### src/design/pncc_pkg.sv
`default_nettype none
package pncc_pkg;
  // Commands from the controller to the datapath.
  typedef struct packed {
    logic take;          // accept an input beat
    logic cache_next;    // step to the next cache entry
    logic hit_take;      // capture a cache hit and keep a copy of the entry
    logic read_prev;     // read the cache entry just before the current one
    logic swap_lo;       // write the earlier entry into the current slot
    logic swap_hi;       // write the saved entry into the earlier slot
    logic search_init;   // rewind the palette index
    logic search_start;  // arm the best-distance tracker
    logic search_step;   // compare one palette entry
    logic insert;        // store the search answer in the cache
    logic emit;          // move the answer into the output register
  } pncc_cmd_t;

  // Status from the datapath to the controller.
  typedef struct packed {
    logic query;
    logic cache_empty;
    logic hit_match;
    logic hit_deep;
    logic cache_last;
    logic search_done;
  } pncc_sts_t;

  localparam int unsigned RGB_W = 18;
  localparam int unsigned DIST_W = 14;
  localparam int unsigned SWAP_ABOVE = 4;
endpackage
`default_nettype wire

### src/design/palette_nearest_color_cached.sv
`default_nettype none


module pncc_ctrl
  import pncc_pkg::*;
(
  input  wire logic      clk,
  input  wire logic      rst_n,
  input  wire logic      in_tvalid,
  output logic           in_tready,
  output logic           out_tvalid,
  input  wire logic      out_tready,
  input  wire pncc_sts_t sts,
  output pncc_cmd_t      cmd
);
  typedef enum logic [3:0] {
    S_IDLE, S_CRD, S_CCMP, S_SWRD, S_SWW1, S_PRD, S_PCMP, S_INS, S_OUT
  } state_t;

  state_t state_r, state_nxt;
  logic pend_r;
  logic in_acc;

  assign in_tready = (state_r == S_IDLE);
  assign in_acc = in_tvalid && in_tready;
  assign out_tvalid = pend_r;

  always_comb begin
    cmd = '0;
    state_nxt = state_r;
    unique case (state_r)
      S_IDLE: if (in_acc) begin
        cmd.take = 1'b1;
        if (sts.query) begin
          if (sts.cache_empty) begin
            cmd.search_init = 1'b1;
            state_nxt = S_PRD;
          end else begin
            state_nxt = S_CRD;
          end
        end
      end
      S_CRD: state_nxt = S_CCMP;
      S_CCMP: begin
        if (sts.hit_match) begin
          cmd.hit_take = 1'b1;
          if (sts.hit_deep) begin
            cmd.read_prev = 1'b1;
            state_nxt = S_SWRD;
          end else begin
            state_nxt = S_OUT;
          end
        end else if (sts.cache_last) begin
          cmd.search_init = 1'b1;
          state_nxt = S_PRD;
        end else begin
          cmd.cache_next = 1'b1;
          state_nxt = S_CRD;
        end
      end
      S_SWRD: begin
        cmd.swap_lo = 1'b1;
        state_nxt = S_SWW1;
      end
      S_SWW1: begin
        cmd.swap_hi = 1'b1;
        state_nxt = S_OUT;
      end
      S_PRD: begin
        cmd.search_start = 1'b1;
        state_nxt = S_PCMP;
      end
      S_PCMP: begin
        cmd.search_step = 1'b1;
        if (sts.search_done) state_nxt = S_INS;
      end
      S_INS: begin
        cmd.insert = 1'b1;
        state_nxt = S_OUT;
      end
      S_OUT: if (!pend_r || out_tready) begin
        cmd.emit = 1'b1;
        state_nxt = S_IDLE;
      end
      default: state_nxt = S_IDLE;
    endcase
  end

  always_ff @(posedge clk) begin
    if (!rst_n) begin
      state_r <= S_IDLE;
      pend_r <= 1'b0;
    end else begin
      state_r <= state_nxt;
      if (cmd.emit) pend_r <= 1'b1;
      else if (out_tready) pend_r <= 1'b0;
    end
  end
endmodule

`default_nettype wire

### config.mk
export PLATFORM = sky130hd
export DESIGN_NAME = pncc_ctrl
export DESIGN_NICKNAME = d
export VERILOG_FILES = /design/src/design/pncc_pkg.sv /design/src/design/palette_nearest_color_cached.sv
export SDC_FILE = /design/constraint.sdc
export NUM_CORES = 1
export LEC_CHECK = 0
export BUFFER_PORTS_ARGS = -buffer_cell sky130_fd_sc_hd__clkbuf_2
export CAP_MARGIN = 20
export CORE_AREA = 2 2 39 41
export CTS_CLUSTER_SIZE = 30
export DETAILED_ROUTE_END_ITERATION = 10
export DIE_AREA = 0 0 41 43
export GPL_ROUTABILITY_DRIVEN = 1
export HOLD_SLACK_MARGIN = 0.03
export PLACE_DENSITY = 0.62
export SYNTH_ARGS = -nofsm -noshare
export SYNTH_HDL_FRONTEND = slang
export SYNTH_SLANG_ARGS = --single-unit
### constraint.sdc
create_clock -name clk -period 1.67 [get_ports clk]
set_clock_uncertainty 0.1 [all_clocks]
set_input_delay 0.167 -clock clk [delete_from_list [all_inputs] [get_ports clk]]
set_output_delay 0.167 -clock clk [all_outputs]
set_load 0.005 [all_outputs]
# Yosys cells after proc, flatten, opt, wreduce, memory -nomap -nowiden
# Index checks and enable logic that the tools add are counted.
dict set report op_classes {
  add_sub_neg 0
  multipliers 0
  n_div 0
  magnitude_cmp 0
  n_eq_ne 12
  shifts 0
  n_mux 31
  bitwise 0
  n_reduce_logical 7
}
# op n
set op_table {}
lappend op_table {{case mux 4 bit (8 select lines)} 1}
lappend op_table {{2-to-1 mux 4 bit} 6}
lappend op_table {{2-to-1 mux 1 bit} 19}
lappend op_table {{== test 4 x 3 -> 1 bit, second input constant} 4}
lappend op_table {{2-to-1 mux 3 bit} 3}
lappend op_table {{== test 4 x 2 -> 1 bit, second input constant} 2}
lappend op_table {{== test 4 x 1 -> 1 bit, second input constant} 1}
lappend op_table {{== test 4 bit, second input constant} 1}
lappend op_table {{zero test 4 bit} 1}
lappend op_table {{inequality test 2 x 1 -> 1 bit, second input constant} 2}
lappend op_table {{inequality test 2 bit, second input constant} 2}
lappend op_table {{AND reduction 4 bit} 1}
lappend op_table {{2-to-1 mux 2 bit} 1}
lappend op_table {{case mux 1 bit (2 select lines)} 1}
lappend op_table {{nonzero test 2 bit} 1}
lappend op_table {{OR reduction 2 bit} 1}
lappend op_table {{logical AND 1 bit} 1}
lappend op_table {{zero test 1 bit} 1}
lappend op_table {{logical OR 1 bit} 1}
dict set report word_totals {
  regBits 5
  latch_bits 0
  ram_bits 0
  mem_bits_ro 0
  inputBits 10
  elab_cells 52
  n_memories 0
}

# Longest topological paths before layout
dict set report logic_depth {
  word_depth 5
  mapped_depth 4
}

# Worst setup path before layout
# Ideal clock, no wire load.
dict set report synth_path {
  path_kind {register to output}
  startpoint {reg state_r[3]}
  endpoint {out cmd[4] (netlist bit)}
  t_arrival_ns 1.171
  slack_ns 0.232
  path_stages_with_launch 4
  n_path_buf 0
  cell_sequence {dfxtp_1 > or4b_4 > nor3b_2 > a41o_1}
}
# element line_no
set synth_lines {}
lappend synth_lines {{from (decl)} palette_nearest_color_cached.sv:20} ;# state_t state_r, state_nxt;
lappend synth_lines {{from (signal assigned)} palette_nearest_color_cached.sv:94} ;# state_r <= state_nxt;
lappend synth_lines {{to (decl)} palette_nearest_color_cached.sv:14} ;# output pncc_cmd_t cmd

==> results.sh <==
export IMPL_status="finished with violations"
export IMPL_violations="negative setup slack"
export IMPL_drt_iter0_markers=2
export IMPL_slowest_delay_ps=570
export IMPL_syn_num_nets=63
export IMPL_yosys_warnings=0
export IMPL_hold_class="input port to flip-flop"
export IMPL_synthAdderAreaFrac=0
export IMPL_via_per_inst=4.76
export IMPL_worstSetupStartpointType="flip-flop"
export IMPL_synth_area_um2=399
export IMPL_worst_slack_ps=-137
export IMPL_grt_pass1_vias=398
export IMPL_cp_required_ps=1400
export IMPL_whs_path_depth=2
export IMPL_synth_commonest_cells="nor2_1, dfxtp_1, a21oi_1, nand2_1, nand2b_1"
export IMPL_synth_seq_cells=5
export IMPL_die_area_um2=1760
export IMPL_clk_latency_ps=240
export IMPL_synth_most_common_cell="nor2_1"
export IMPL_p_clk_frac=0.169
export IMPL_fillers=151
export IMPL_clk_pin_slew_worst_paths_ps=40
export IMPL_sw_frac_of_total=0.390
export IMPL_maxSlewHeadroom=0.820
export IMPL_cts_setup_buffers=0
export IMPL_drive_gt1_frac=0.425
export IMPL_rsz0062_at_grt="yes"
export IMPL_dp_hpwl_um=732
export IMPL_fmax_mhz=554
export IMPL_pwr_share_comb=0.617
export IMPL_synth_xor_area_share=0.0219
export IMPL_maxCapViolations=0
export IMPL_fin_tns_setup_ps=-213
export IMPL_internal_power_w=0.000485
export IMPL_power_switching_w=0.000310
export IMPL_synth_top_family_by_area="simple AND/OR/NAND/NOR gates"
export IMPL_postLayoutCellArea_um2=588
export IMPL_hold_end="out_tvalid"
export IMPL_cp_end_kind="output pin"
export IMPL_path_cells="or4b_4, nor3b_4, a41o_1, clkbuf_2"
export IMPL_synthMuxAreaShare=0.0251
export IMPL_synth_simple_gate_area_share=0.461
export IMPL_critical_path_class="flip-flop to output pin"
export IMPL_cts_buffers_inserted=3
export IMPL_clockBufferDepth=2
export IMPL_power_leakage_nw=0.288
export IMPL_final_period_utilization=1.08
export IMPL_cts_tree="built"
export IMPL_fp_coreArea_um2=1380
export IMPL_cp_arrival_ps=1540
export IMPL_setup_viol=2
export IMPL_h_tree_depth=1
export IMPL_finalHoldViolCount=0
export IMPL_power_density_nw_per_um2=1350
export IMPL_regArea_um2=100
export IMPL_synth_main_ff_cell="dfxtp_1"
export IMPL_ant_nets=0
export IMPL_whs_ps=88.6
export IMPL_cts_root_buf="clkbuf_4"
export IMPL_gp_congestion=0.707
export IMPL_syn_to_final_growth_pct=47.3
export IMPL_cp_max_fo=3
export IMPL_placed_area_um2=546
export IMPL_drt_total_wl_um=894
export IMPL_r2r_end="state_r[2]"
export IMPL_fin_nets=91
export IMPL_dieWidth_um=41
export IMPL_synth_compound_area_frac=0.197
export IMPL_wire_per_inst_um=9.31
export IMPL_r2r_start="state_r[1]"
export IMPL_drv_slew=0
export IMPL_synth_cell_types=26
export IMPL_drcViolationCount=0
export IMPL_rrSetupSlack_ps=270
export IMPL_cp_num_buf_inv=1
export IMPL_pwr_share_seq=0.213
export IMPL_chipHeight_um=43
export IMPL_grt_max_degree=13
export IMPL_multi_input_area_um2=297
export IMPL_cp_slowest_cell="or4b_4"
export IMPL_synth_edf_count=0
export IMPL_synth_async_reset_ratio=0
export IMPL_antenna_found_initial=0
export IMPL_drtPass1Iterations=3
export IMPL_syn_inst=53
export IMPL_yosys_top_cells_area="dfxtp_1, nand2b_1, nor2_1"
export IMPL_ir_drop_uv=641
export IMPL_cts_sinks=5
export IMPL_n_antenna_cell=0
export IMPL_grt_pass1_wl_mm=1.40
export IMPL_synth_seq_area_share=0.251
export IMPL_fin_crit_ps=1810
export IMPL_postSynthAreaPerCell_um2=7.53
export IMPL_min_from="rst_n"
export IMPL_worst_pin_slew_ps=268
export IMPL_io_buffers=22
export IMPL_yosysTopAreaCell="dfxtp_1"
export IMPL_vias=457
export IMPL_overflow=0
export IMPL_reg2reg_depth=4
export IMPL_num_io_pins=23
export IMPL_track_usage=0.117
export IMPL_critical_path_top_delay_family="simple AND/OR/NAND/NOR gates"
export IMPL_yosys_area_top_type_share=0.251
export IMPL_initial_core_util=0.288
export IMPL_rows=14
## area by class of cell
cell class	count	share of cell area
Clock buffer	3	0.0383
Clock inverter	1	0.00851
Inverter	1	0.00638
Multi-Input combinational cell	44	0.504
Sequential cell	5	0.170
Tap cell	16	0.0340
Timing Repair Buffer	26	0.238
## through the flow
stage	utilization	total power (W)	setup WS (ps)	cells
floorplan	-	0.000482	232	53
global placement	0.394	0.000634	155	92
detailed placement	0.394	0.000634	107	92
CTS	0.420	0.000801	-158	96
global route	0.425	0.000865	-198	96
finish	0.425	0.000795	-137	96
## routing by layer
layer | global-route usage | share of wire
met1 | 0.132 | 0.43
met2 | 0.188 | 0.52
met3 | 0.0157 | 0.051
met4 | 0.0800 | 0
met5 | 0 | 0
## worst max path at each step
stage / startpoint / to / slack, ps / cells past startpoint
after floorplan: state_r[3] / cmd[4] / 230 / 3
after global placement: state_r[0] / cmd[4] / 160 / 4
after detailed placement: state_r[0] / cmd[4] / 110 / 4
after CTS: state_r[0] / cmd[4] / -160 / 4
after global routing: state_r[0] / cmd[4] / -200 / 4
final: state_r[0] / cmd[4] / -140 / 4
## power groups by stage
stage	Combinational, W	Sequential (W)	Clock, W
final	0.000491	0.000170	0.000134
after global routing	0.000545	0.000174	0.000147
after CTS	0.000489	0.000170	0.000143
after detailed placement	0.000462	0.000172	0
after global placement	0.000462	0.000172	0
after floorplan	0.000303	0.000179	0
## registers in the layout, summed over array words and instances, names as in the netlist
signal      flops
state_r         4
out_tvalid      1
## cells in the final DEF (no fill, tap or decap), drive strengths merged, types with 2 or more instances in the layout
cell	n
a21oi	4
and2	3
buf	4
clkbuf	25
dfxtp	5
nand2	4
nand2b	4
nor2	6
nor2b	3
nor3	3
nor3b	2
o21a	3
## cells by family (layout without fill, tap and decap cells)
group,Yosys count,in the layout
multiplexers,1,1
AND/OR/NAND/NOR,30,30
buffers and inverters,4,31
XOR/XNOR,1,1
flip-flops,5,5
AO/OA/AOI/OAI,12,12
## worst reg2reg max path, delay by kind of cell, from the launching register on
family / cells / cell delay, ps
flip-flops: 1 / 300
buffers and inverters: 1 / 170
AO/OA/AOI/OAI: 2 / 310
AND/OR/NAND/NOR: 1 / 470
## timing repair
item / 4_1_cts / 5_1_grt
hold buffers: 0 / 0
pin swaps: 0 / 0
setup endpoints to repair: 3 / 3
gates resized for setup: 1 / 1
(Power assumes the default switching activity.)
